===== src/design/tstq_pkg.sv =====
// Shared types and constants for the time-sorted task queue.
package tstq_pkg;

    localparam int ID_BITS         = 4;
    localparam int CMD_BITS        = 2;
    localparam int FIELD_TIME_BITS = 32;
    localparam int DEF_TASK_COUNT  = 16;
    localparam int DEF_TIME_BITS   = 32;

    localparam logic [CMD_BITS-1:0] CMD_ADD     = 2'd0;
    localparam logic [CMD_BITS-1:0] CMD_REMOVE  = 2'd1;
    localparam logic [CMD_BITS-1:0] CMD_PERFORM = 2'd2;

    typedef enum logic [1:0] {
        S_IDLE,
        S_INSERT,
        S_POP
    } t_state;

    typedef enum logic [1:0] {
        CM_HOLD,
        CM_DROP,
        CM_INSERT,
        CM_POP
    } t_cell_mode;

    typedef struct packed {
        t_cell_mode         mode;
        logic [ID_BITS-1:0] key_id;
    } t_cell_ctl;

endpackage


===== src/design/tstq_cell.sv =====
// One queue slot: holds an entry and trades it with its neighbors.
module tstq_cell #(
    parameter int TIME_BITS = tstq_pkg::DEF_TIME_BITS
) (
    input  logic                         i_clk,
    input  logic                         i_rst_n,
    input  tstq_pkg::t_cell_ctl          i_ctl,
    input  logic [TIME_BITS-1:0]         i_key_time,
    input  logic                         i_pfx_match,
    input  logic                         i_left_ge,
    input  logic                         i_full,
    input  logic                         i_left_valid,
    input  logic [tstq_pkg::ID_BITS-1:0] i_left_id,
    input  logic [TIME_BITS-1:0]         i_left_time,
    input  logic                         i_right_valid,
    input  logic [tstq_pkg::ID_BITS-1:0] i_right_id,
    input  logic [TIME_BITS-1:0]         i_right_time,
    output logic                         o_valid,
    output logic [tstq_pkg::ID_BITS-1:0] o_id,
    output logic [TIME_BITS-1:0]         o_time,
    output logic                         o_match,
    output logic                         o_ge,
    output logic                         o_due
);

    logic                         r_valid, n_valid;
    logic [tstq_pkg::ID_BITS-1:0] r_id, n_id;
    logic [TIME_BITS-1:0]         r_time, n_time;

    assign o_valid = r_valid;
    assign o_id    = r_id;
    assign o_time  = r_time;
    assign o_match = r_valid && (r_id == i_ctl.key_id);
    assign o_ge    = !r_valid || (r_time >= i_key_time);
    assign o_due   = r_valid && (r_time <= i_key_time);

    always_comb begin
        n_valid = r_valid;
        n_id    = r_id;
        n_time  = r_time;
        unique case (i_ctl.mode)
            tstq_pkg::CM_HOLD: begin
            end
            tstq_pkg::CM_DROP: begin
                if (i_pfx_match) begin
                    n_valid = i_right_valid;
                    n_id    = i_right_id;
                    n_time  = i_right_time;
                end
            end
            tstq_pkg::CM_INSERT: begin
                if (!i_full) begin
                    if (i_left_ge) begin
                        n_valid = i_left_valid;
                        n_id    = i_left_id;
                        n_time  = i_left_time;
                    end else if (o_ge) begin
                        n_valid = 1'b1;
                        n_id    = i_ctl.key_id;
                        n_time  = i_key_time;
                    end
                end
            end
            tstq_pkg::CM_POP: begin
                n_valid = i_right_valid;
                n_id    = i_right_id;
                n_time  = i_right_time;
            end
            default: begin
            end
        endcase
    end

    always_ff @(posedge i_clk) begin
        if (!i_rst_n) begin
            r_valid <= 1'b0;
        end else begin
            r_valid <= n_valid;
        end
    end

    always_ff @(posedge i_clk) begin
        r_id   <= n_id;
        r_time <= n_time;
    end

endmodule


===== src/design/time_sorted_task_queue.sv =====
// Top level of the time-sorted task queue: command decode, cell row and result port.
//
// Usage
//   A command transaction is taken at a rising edge where start is high and busy
//   is low. i_cmd selects add/reschedule, remove or perform; i_task_id names the
//   task, i_due_time carries its due time (add) or the current time (perform).
//   Only the low TIME_BITS bits of the time are used, compared unsigned.
//   Entries sit in a row of TASK_COUNT cells, front first, kept in due-time order.
//   Each cell trades its entry with a neighbor, so every command step is a
//   registered shift of the row.
// Timing
//   Remove: the matching cell and everything behind it shift forward.
//   Add: drop the old entry, then open a gap and insert; busy is high
//   for the insert step.
//   Perform: one due entry pops per cycle; busy is high while more due entries follow.
//   Results appear on o_expired_task/o_last with o_valid high for one cycle,
//   the first in the cycle after the command transaction, then one per cycle.
//   o_last marks the final result. A perform with nothing due gives no result.
// Reset
//   Synchronous, active low: the queue empties and no result is pending.
//   The receiver cannot stall; every o_valid cycle is a delivered transaction.
module time_sorted_task_queue #(
    parameter int TASK_COUNT = tstq_pkg::DEF_TASK_COUNT,
    parameter int TIME_BITS  = tstq_pkg::DEF_TIME_BITS
) (
    input  logic                                 i_clk,
    input  logic                                 i_rst_n,
    input  logic                                 start,
    output logic                                 busy,
    input  logic [tstq_pkg::CMD_BITS-1:0]        i_cmd,
    input  logic [tstq_pkg::ID_BITS-1:0]         i_task_id,
    input  logic [tstq_pkg::FIELD_TIME_BITS-1:0] i_due_time,
    output logic                                 o_valid,
    output logic [tstq_pkg::ID_BITS-1:0]         o_expired_task,
    output logic                                 o_last
);

    tstq_pkg::t_state             r_state, n_state;
    logic [tstq_pkg::ID_BITS-1:0] r_key_id;
    logic [TIME_BITS-1:0]         r_key_time;
    logic                         r_strobe, n_strobe;
    logic [tstq_pkg::ID_BITS-1:0] r_task, n_task;
    logic                         r_last, n_last;

    tstq_pkg::t_cell_ctl          w_ctl;
    logic [TIME_BITS-1:0]         w_key_time;
    logic [TIME_BITS-1:0]         w_in_time;
    logic                         w_accept;
    logic                         w_full;

    logic [TASK_COUNT-1:0]        w_valid;
    logic [TASK_COUNT-1:0]        w_match;
    logic [TASK_COUNT-1:0]        w_pfx;
    logic [TASK_COUNT-1:0]        w_ge;
    logic [TASK_COUNT-1:0]        w_due;
    logic [tstq_pkg::ID_BITS-1:0] w_id   [TASK_COUNT];
    logic [TIME_BITS-1:0]         w_time [TASK_COUNT];

    // Narrow or zero-extend the time field to the compare width.
    generate
        if (TIME_BITS <= tstq_pkg::FIELD_TIME_BITS) begin : g_time_trunc
            assign w_in_time = i_due_time[TIME_BITS-1:0];
        end else begin : g_time_ext
            assign w_in_time = {{(TIME_BITS - tstq_pkg::FIELD_TIME_BITS){1'b0}}, i_due_time};
        end
    endgenerate

    assign busy     = (r_state != tstq_pkg::S_IDLE);
    assign w_accept = start && !busy;
    // Full after the drop step: the tail cell still holds an entry.
    assign w_full   = w_valid[TASK_COUNT-1];

    // Row of cells; each sees its left and right neighbor.
    genvar g;
    generate
        for (g = 0; g < TASK_COUNT; g++) begin : g_cell
            logic                         l_valid, r_valid_nb, l_ge;
            logic [tstq_pkg::ID_BITS-1:0] l_id, r_id_nb;
            logic [TIME_BITS-1:0]         l_time, r_time_nb;

            // Shift point of a drop: the match sits at or ahead of this cell.
            assign w_pfx[g] = |w_match[g:0];

            if (g == 0) begin : g_head
                assign l_valid = 1'b0;
                assign l_id    = '0;
                assign l_time  = '0;
                assign l_ge    = 1'b0;
            end else begin : g_body
                assign l_valid = w_valid[g-1];
                assign l_id    = w_id[g-1];
                assign l_time  = w_time[g-1];
                assign l_ge    = w_ge[g-1];
            end

            if (g == TASK_COUNT - 1) begin : g_tail
                assign r_valid_nb = 1'b0;
                assign r_id_nb    = '0;
                assign r_time_nb  = '0;
            end else begin : g_inner
                assign r_valid_nb = w_valid[g+1];
                assign r_id_nb    = w_id[g+1];
                assign r_time_nb  = w_time[g+1];
            end

            tstq_cell #(
                .TIME_BITS (TIME_BITS)
            ) u_cell (
                .i_clk        (i_clk),
                .i_rst_n      (i_rst_n),
                .i_ctl        (w_ctl),
                .i_key_time   (w_key_time),
                .i_pfx_match  (w_pfx[g]),
                .i_left_ge    (l_ge),
                .i_full       (w_full),
                .i_left_valid (l_valid),
                .i_left_id    (l_id),
                .i_left_time  (l_time),
                .i_right_valid(r_valid_nb),
                .i_right_id   (r_id_nb),
                .i_right_time (r_time_nb),
                .o_valid      (w_valid[g]),
                .o_id         (w_id[g]),
                .o_time       (w_time[g]),
                .o_match      (w_match[g]),
                .o_ge         (w_ge[g]),
                .o_due        (w_due[g])
            );
        end
    endgenerate

    // Sequencer: decode the command, drive the row, produce results.
    always_comb begin
        n_state      = r_state;
        w_ctl.mode   = tstq_pkg::CM_HOLD;
        w_ctl.key_id = r_key_id;
        w_key_time   = r_key_time;
        n_strobe     = 1'b0;
        n_task       = r_task;
        n_last       = r_last;
        unique case (r_state)
            tstq_pkg::S_IDLE: begin
                w_ctl.key_id = i_task_id;
                w_key_time   = w_in_time;
                if (w_accept) begin
                    unique case (i_cmd)
                        tstq_pkg::CMD_ADD: begin
                            // Drop any old entry first, insert next cycle.
                            w_ctl.mode = tstq_pkg::CM_DROP;
                            n_state    = tstq_pkg::S_INSERT;
                        end
                        tstq_pkg::CMD_REMOVE: begin
                            w_ctl.mode = tstq_pkg::CM_DROP;
                        end
                        tstq_pkg::CMD_PERFORM: begin
                            if (w_due[0]) begin
                                w_ctl.mode = tstq_pkg::CM_POP;
                                n_strobe   = 1'b1;
                                n_task     = w_id[0];
                                n_last     = !w_due[1];
                                if (w_due[1]) begin
                                    n_state = tstq_pkg::S_POP;
                                end
                            end
                        end
                        default: begin
                        end
                    endcase
                end
            end
            tstq_pkg::S_INSERT: begin
                w_ctl.mode = tstq_pkg::CM_INSERT;
                n_state    = tstq_pkg::S_IDLE;
            end
            tstq_pkg::S_POP: begin
                // Head is known due; advance and check the next one.
                w_ctl.mode = tstq_pkg::CM_POP;
                n_strobe   = 1'b1;
                n_task     = w_id[0];
                n_last     = !w_due[1];
                if (!w_due[1]) begin
                    n_state = tstq_pkg::S_IDLE;
                end
            end
            default: begin
                n_state = tstq_pkg::S_IDLE;
            end
        endcase
    end

    always_ff @(posedge i_clk) begin
        if (!i_rst_n) begin
            r_state  <= tstq_pkg::S_IDLE;
            r_strobe <= 1'b0;
        end else begin
            r_state  <= n_state;
            r_strobe <= n_strobe;
        end
    end

    // Hold the command key for the follow-up cycles.
    always_ff @(posedge i_clk) begin
        if (w_accept) begin
            r_key_id   <= i_task_id;
            r_key_time <= w_in_time;
        end
        r_task <= n_task;
        r_last <= n_last;
    end

    assign o_valid        = r_strobe;
    assign o_expired_task = r_task;
    assign o_last         = r_last;

    // Occupied cells always form one run from the front.
    a_contiguous: assert property (@(posedge i_clk) disable iff (!i_rst_n)
        (((w_valid >> 1) & ~w_valid) == '0))
        else $error("queue cells not contiguous");

    // The final result of a perform ends the pop sequence.
    a_last_ends: assert property (@(posedge i_clk) disable iff (!i_rst_n)
        (o_valid && o_last) |-> (r_state == tstq_pkg::S_IDLE))
        else $error("pop sequence continues after last result");

    // A result that is not last is always followed by another result.
    a_not_last_more: assert property (@(posedge i_clk) disable iff (!i_rst_n)
        (o_valid && !o_last) |=> o_valid)
        else $error("perform stopped without a last result");

    // The insert step is always followed by idle in the next cycle.
    a_insert_once: assert property (@(posedge i_clk) disable iff (!i_rst_n)
        (r_state == tstq_pkg::S_INSERT) |=> (r_state == tstq_pkg::S_IDLE))
        else $error("insert step did not return to idle");

endmodule

===== config.mk =====
export PLATFORM = sky130hd
export DESIGN_NAME = time_sorted_task_queue
export DESIGN_NICKNAME = d
export VERILOG_FILES = /design/src/design/tstq_pkg.sv /design/src/design/tstq_cell.sv /design/src/design/time_sorted_task_queue.sv
export SDC_FILE = /design/constraint.sdc
export NUM_CORES = 2
export LEC_CHECK = 0
export BUFFER_PORTS_ARGS = -buffer_cell sky130_fd_sc_hd__buf_2
export CAP_MARGIN = 10
export CORE_ASPECT_RATIO = 1.5
export CORE_MARGIN = 4
export CORE_UTILIZATION = 50
export DETAILED_ROUTE_END_ITERATION = 10
export GPL_ROUTABILITY_DRIVEN = 1
export PLACE_DENSITY = 0.74
export SETUP_SLACK_MARGIN = 0.02
export SYNTH_ARGS = -nofsm -noshare
export SYNTH_HDL_FRONTEND = slang
export SYNTH_SLANG_ARGS = --single-unit
export TNS_END_PERCENT = 10

===== constraint.sdc =====
create_clock -name i_clk -period 9.56 [get_ports i_clk]
set_clock_uncertainty 0.05 [all_clocks]
set_input_delay 1.912 -clock i_clk [delete_from_list [all_inputs] [get_ports i_clk]]
set_output_delay 1.912 -clock i_clk [all_outputs]
set_load 0.01 [all_outputs]

Word-level counts from Yosys, hierarchy flattened:

Cells that the tools add are included.

* register bits: 636
* bits in latches: 0
* bits in writable memories: 0
* bits in read-only memories: 0
* input port bits: 41
* memories kept: 0

* add/sub/neg operators: 0
* multipliers: 0
* div/mod/pow operators: 0
* magnitude comparators: 18
* eq/ne operators: 63
* shift-type cells: 0
* muxes and demuxes: 261
* bitwise gates (word level): 0
* reductions and logical operators: 93

Operators with widths (number)
* 32-bit 2-to-1 mux: 64
* 32-bit one-hot mux with 3 select lines: 16
* 32-bit >= comparator: 16
* 4-bit 2-to-1 mux: 67
* 4-bit one-hot mux with 3 select lines: 16
* 1-bit 2-to-1 mux: 69
* 4-bit AND reduction: 17
* 4-bit == test: 16
* 32-bit less-or-equal comparator: 2
* 1-bit one-hot mux with 3 select lines: 16
* 3-bit by 1-bit != test with 1-bit output (second input constant): 14
* 2-bit by 1-bit != test with 1-bit output (second input constant): 19
* 1-bit logical AND: 19
* 1-bit zero test: 18
* 1-bit logical OR: 16
* 16-bit OR reduction: 1
* 15-bit OR reduction: 1
* 14-bit OR reduction: 1
* 13-bit OR reduction: 1
* 2-bit 2-to-1 mux: 6
* 3-bit by 2-bit != test with 1-bit output (second input constant): 4
* 2-bit one-hot mux with 2 select lines: 3
* 12-bit OR reduction: 1
* 11-bit OR reduction: 1
* 20 further kinds: 31

Depth between registers and ports, before layout:

* depth in word-level cells: 11
* depth in mapped cells: 22

Hierarchy:

Synthesis repeated with hierarchy kept, for this count alone.

* cell total of the unflattened synthesis: 4808
* area, all modules: 46831.2 µm²

By module, submodules not included
* tstq_cell: times used 16, cells an instance 292, area an instance 2798.9 µm², seq. area each 1101.1 µm²
* time_sorted_task_queue: times used 1, cells an instance 136, area an instance 2048.2 µm², seq. area each 1291.2 µm²

Worst setup path after synthesis:

OpenSTA, ideal clock, no wires.

* path type: input port to flip-flop
* start: input port i_due_time[23] (netlist bit)
* end: register g_cell[9].u_cell.r_id (netlist bit g_cell[9].u_cell.o_id[0]), enable pin
* setup time: 0.441 ns
* arrival: 6.855 ns
* setup slack: 2.214 ns
* stages: 16
* path buffers: 5
* cells stage by stage: mux2_2 clkbuf_1 inv_1 ha_1 a21oi_1 o21ai_0 a221oi_1 o21ai_0 or4b_4 o211ai_2 buf_4 buf_6 buf_6 buf_2 nor2_1 a21oi_1

* word-level cells in the longest chain between the ends: 10
* elaborated cells on any way between the ends: 19
* classes of those cells: order compare: 3; eq/ne: 6; mux: 5; reduce/logical: 5

RTL lines
* start, declared: RTL line time_sorted_task_queue.sv:32 `input logic [tstq_pkg::FIELD_TIME_BITS-1:0] i_due_time,`
* 32-bit 2-to-1 mux (*): RTL line time_sorted_task_queue.sv:141 `unique case (r_state)`
* 32-bit less-or-equal comparator: RTL line tstq_cell.sv:35 `assign o_due = r_valid && (r_time <= i_key_time);`
* 1-bit logical AND: RTL line tstq_cell.sv:35
* 2-bit 2-to-1 mux: RTL line time_sorted_task_queue.sv:156 `if (w_due[0]) begin`
* 2-bit one-hot mux with 2 select lines: RTL line time_sorted_task_queue.sv:146 `unique case (i_cmd)`
* 2-bit 2-to-1 mux: RTL line time_sorted_task_queue.sv:145 `if (w_accept) begin`
* 2-bit one-hot mux with 3 select lines: RTL line time_sorted_task_queue.sv:141
* 2-bit == test or 2-bit by 1-bit == test with 1-bit output (tied branches): RTL line tstq_cell.sv:41 `unique case (i_ctl.mode)`
* 3-bit by 2-bit != test with 1-bit output (no source line) (tied with other cells)
* 4-bit AND reduction (no source line) (*)
* end signal, assigned: RTL line tstq_cell.sv:83 `r_id <= n_id;`
* end, declared: RTL line tstq_cell.sv:27 `logic [tstq_pkg::ID_BITS-1:0] r_id, n_id;`

Every way passes the cells marked *; elsewhere a longest branch is shown, timed or not.
A chain may end at the register's enable or synchronous reset.

Worst setup path after layout:

* start: register r_state[0]
* end: register g_cell[2].u_cell.r_time[25], enable pin

* word-level cells in the longest chain between the ends: 11
* elaborated cells on any way between the ends: 33
* classes of those cells: order compare: 3; eq/ne: 11; mux: 6; reduce/logical: 13

RTL lines
* start, declared: RTL line time_sorted_task_queue.sv:38 `tstq_pkg::t_state r_state, n_state;`
* start signal, assigned: RTL line time_sorted_task_queue.sv:193 `r_state <= tstq_pkg::S_IDLE;`
* start signal, assigned: RTL line time_sorted_task_queue.sv:196 `r_state <= n_state;`
* 2-bit zero test: RTL line time_sorted_task_queue.sv:141
* 32-bit 2-to-1 mux: RTL line time_sorted_task_queue.sv:141
* 32-bit less-or-equal comparator: RTL line tstq_cell.sv:35
* 1-bit logical AND: RTL line tstq_cell.sv:35
* 2-bit 2-to-1 mux: RTL line time_sorted_task_queue.sv:156
* 2-bit one-hot mux with 2 select lines: RTL line time_sorted_task_queue.sv:146
* 2-bit 2-to-1 mux: RTL line time_sorted_task_queue.sv:145
* 2-bit one-hot mux with 3 select lines: RTL line time_sorted_task_queue.sv:141
* 2-bit == test or 2-bit by 1-bit == test with 1-bit output (tied branches): RTL line tstq_cell.sv:41
* 3-bit by 1-bit != test with 1-bit output (no source line) (tied with other cells)
* 4-bit AND reduction (no source line) (*)
* end signal, assigned: RTL line tstq_cell.sv:84 `r_time <= n_time;`
* end, declared: RTL line tstq_cell.sv:28 `logic [TIME_BITS-1:0] r_time, n_time;`

Marked as above.

==> impl_results.md <==
* Relative slew slack at ~14%
* Syn_nets at 4582
* Worst Setup EP: g_cell[2].u_cell.o_time[25]$_DFFE_PP_
* Drt initial violations at between 2000 and 3000
* Cells after Synth at about 4100
* Worst Reg-to-Reg Cells at 15
* Placed inst area at between 40000 and 50000 µm²
* Design Area, Final at around 46000 µm²
* Ys flop type: edfxtp_1
* Area of the mapped netlist at approximately 43000 µm²
* Pwr Total at between 9 and 10 mW
* Nets at 4511
* Worst Path Arrival at between 7 and 8 ns
* Dpl hpwl at 84000 µm
* Reg clk slew, reported paths at around 0.06 ns
* Num CTS Buffers at 60
* Placer Congestion at around 0.9
* DR vias/cell at roughly 6.1
* Die ar. at between 90000 and 100000 µm²
* Crit path launch type: flop
* Register area at roughly 19000 µm²
* Worst EP required at 9.77 ns
* Sequential Power Share at approximately 44%
* Max Root-Sink Buffers at 3
* Worst Setup SP: r_state[0]$_SDFFE_PN0P_
* Async SR Flop Fraction at 0%
* Layout fillers at roughly 7200
* Yosys Warn Count at 0
* Final Hold Vio Count at 0
* RSZ-0062 raised after global routing: false
* Resize count post-CTS at 0
* Clock Tree Root: clkbuf_16
* Power per cell area at roughly 200 nW/µm²
* Max-cap violations at 0
* Core area at about 85000 µm²
* Post-synth top area share at a little over two fifths
* Leakage at between 20 and 25 nW
* CTS tree: yes
* Total net switching power at between 3 and 4 mW
* Top cell type by total area after synthesis: edfxtp_1
* VDD IR max at between 0.15 and 0.2 mV
* Area grow syn2layout at 7.05%
* Register-to-register setup slack at around 1.8 ns
* Total Wirelength at roughly 110000 µm
* Number of flops mapped to enable cells by yosys at roughly 620
* Hold WS at approximately 0.47 ns
* Area contributors post-synth: edfxtp_1 43%, ha_1 14%, mux2i_1 12%
* Vias in the first global route at between 30000 and 40000
* I/O pin count at 48
* Initial Utilization at 50.4%
* Seq/Total Area, Yosys at 44.1%
* Synth cell count leaders: 617 x edfxtp_1, 616 x o21ai_0, 605 x nand2_1
* Fmax at 0.129 GHz
* Status: finished clean
* First-pass GRT wire length at around 180000 µm
* Setup violators final at 0
* Drt drc at 0
* Avg WL per Cell at roughly 22 µm
* Tcrit/Tclk final at 81.2%
* Initial antenna violation count at 0
* H-tree depth at 2
* Crit Path Class: flop to flop
* Share of cells above drive strength 1 at 6.99%
* Largest net degree at the start of global routing at 284
* Switching portion of total power at between 30 and 40%
* Die width at between 200 and 250 µm
* Worst-Skew Late Latency at approximately 0.66 ns
* Worst Path Max Fanout at 36
* Multi-input logic area at roughly 23000 µm²
* Critical Path End Type: flop
* First-pass detailed-route iteration total at 6
* GR Overflow Total at 0
* Dominant cell by count in the synthesized netlist: edfxtp_1
* Gate power share at between 20% and 30%
* TNS Setup at 0 ns
* Hold_buf cts at 0
* Max Slew Vio Count at 0
* Gr usage total at 24.4%
* TritonCTS Sinks at roughly 640
* PortBufs at 47
* Hold Crit Class: flop to flop
* Netlist cell types at between 80 and 90
* Ant. Diodes at 0
* Die Y at around 370 µm
* Row cnt at 131
* RR Endpoint: g_cell[2].u_cell.o_time[25]$_DFFE_PP_
* Post-CTS setup buffers at 0
* Vias at ~32000
* Cell Int Power at ~6.0 mW
* Clock network fraction of total power at between 20% and 30%
* Syn avg cell area at about 11 µm²
* Fin crit period at ~7.8 ns
* Reg-to-Reg Start: r_state[0]$_SDFFE_PN0P_
* Number of synthesized register bits at between 600 and 700
* Detail Route Antenna Nets at 0
* Slew @ Worst Pin at 1.28 ns
==> critical path, stage by stage, from the launching register on <==
cell and delay (ns):
dfxtp_1 0.33, inv_1 0.11, ha_2 0.57, buf_4 0.39, mux2_2 0.48, inv_1 0.44
ha_1 0.42, nand4_1 0.17, nor4_1 0.82, nand2_1 0.33, o32a_1 0.45, clkinv_1 0.10
nor2_1 0.12, o21bai_1 1.03, o21ai_0 0.46, nor2_4 1.06
==> metal layers <==
metal  global-route usage, %  part of all wire, %
met2                    41.0                   48
met3                    2.29                  4.5
met4                    15.7                  7.6
met5                       0                    0
met1                    29.8                   40
==> layout make-up <==
| class | instances | area share (%) |
|---|---|---|
| clock inverters | 35 | 0.600 |
| flip-flops and latches | 636 | 41.2 |
| well taps | 1130 | 3.08 |
| multi-input cells | 3121 | 49.5 |
| repair buffers | 109 | 1.61 |
| clock buffers | 71 | 3.41 |
| inverters | 74 | 0.605 |
==> cell families after synthesis <==
| logic type | count (synthesis) | synth area share (%) |
|---|---|---|
| AOI/OAI and AO/OA | 1031 | 13.8 |
| xor gates and xnor gates | 64 | 1.31 |
| adders and majority gates | 475 | 13.8 |
| buffers and inverters | 316 | 3.34 |
| DFF | 636 | 44.1 |
| muxes | 576 | 13.7 |
| and+or+nand+nor | 975 | 9.95 |
==> worst min path at each step <==
stage	startpoint	endpoint	slack, ns	cells after the start
detailed placement	g_cell[0].u_cell.o_id[3]$_DFFE_PP_	o_expired_task[3]$_DFFE_PP_	0.44	0
global placement	r_state[0]$_SDFFE_PN0P_	r_state[0]$_SDFFE_PN0P_	0.43	2
finish	g_cell[0].u_cell.o_id[0]$_DFFE_PP_	o_expired_task[0]$_DFFE_PP_	0.47	0
floorplan	r_state[0]$_SDFFE_PN0P_	r_state[0]$_SDFFE_PN0P_	0.40	2
CTS	g_cell[0].u_cell.o_id[0]$_DFFE_PP_	o_expired_task[0]$_DFFE_PP_	0.46	0
global route	g_cell[0].u_cell.o_id[0]$_DFFE_PP_	o_expired_task[0]$_DFFE_PP_	0.48	0
==> flip-flops by register name, summed over array words and instances, names as in the netlist <==
signal and flops:
g_cell.u_cell.o_time 512, g_cell.u_cell.o_id 64, r_key_time 32, g_cell.u_cell.o_valid 16
o_expired_task 4, r_key_id 4, r_state 2, o_last 1
o_valid 1
==> cells in the final DEF (no fill, tap or decap), types with 13 or more instances in the layout <==
master,instances
dfxtp_1,19
xnor2_1,64
nand3_1,22
buf_2,47
o21ai_1,18
clkbuf_16,61
o211ai_1,13
nor2b_1,23
o21ai_0,616
nand4_1,80
a21o_1,104
mux2_2,37
clkinv_1,16
nand2b_1,26
nor2_1,129
nor3_1,25
a21oi_1,140
inv_1,71
a211oi_1,22
ha_1,467
edfxtp_1,617
nand2_1,604
buf_4,59
o21a_1,13
nor4_1,14
mux2i_1,532
==> power groups by stage <==
stage | Sequential (mW) | Combinational, mW | Clock, mW
3_5_place_dp | 4.07 | 2.68 | 0
5_1_grt | 4.06 | 3.05 | 2.49
6_report | 4.03 | 2.72 | 2.36
3_3_place_gp | 4.06 | 2.59 | 0
2_1_floorplan | 3.94 | 1.98 | 0
4_1_cts | 4.02 | 2.70 | 2.39
==> metrics by stage <==
step	cells	utilization, %	worst slack (ns)
after floorplan	4073	-	2.21
after global placement	5070	51.8	1.52
after detailed placement	5070	51.8	1.33
after CTS	5176	54.0	1.81
after global routing	5176	54.0	1.52
final	5176	54.0	1.80
(Power assumes the default switching activity.)
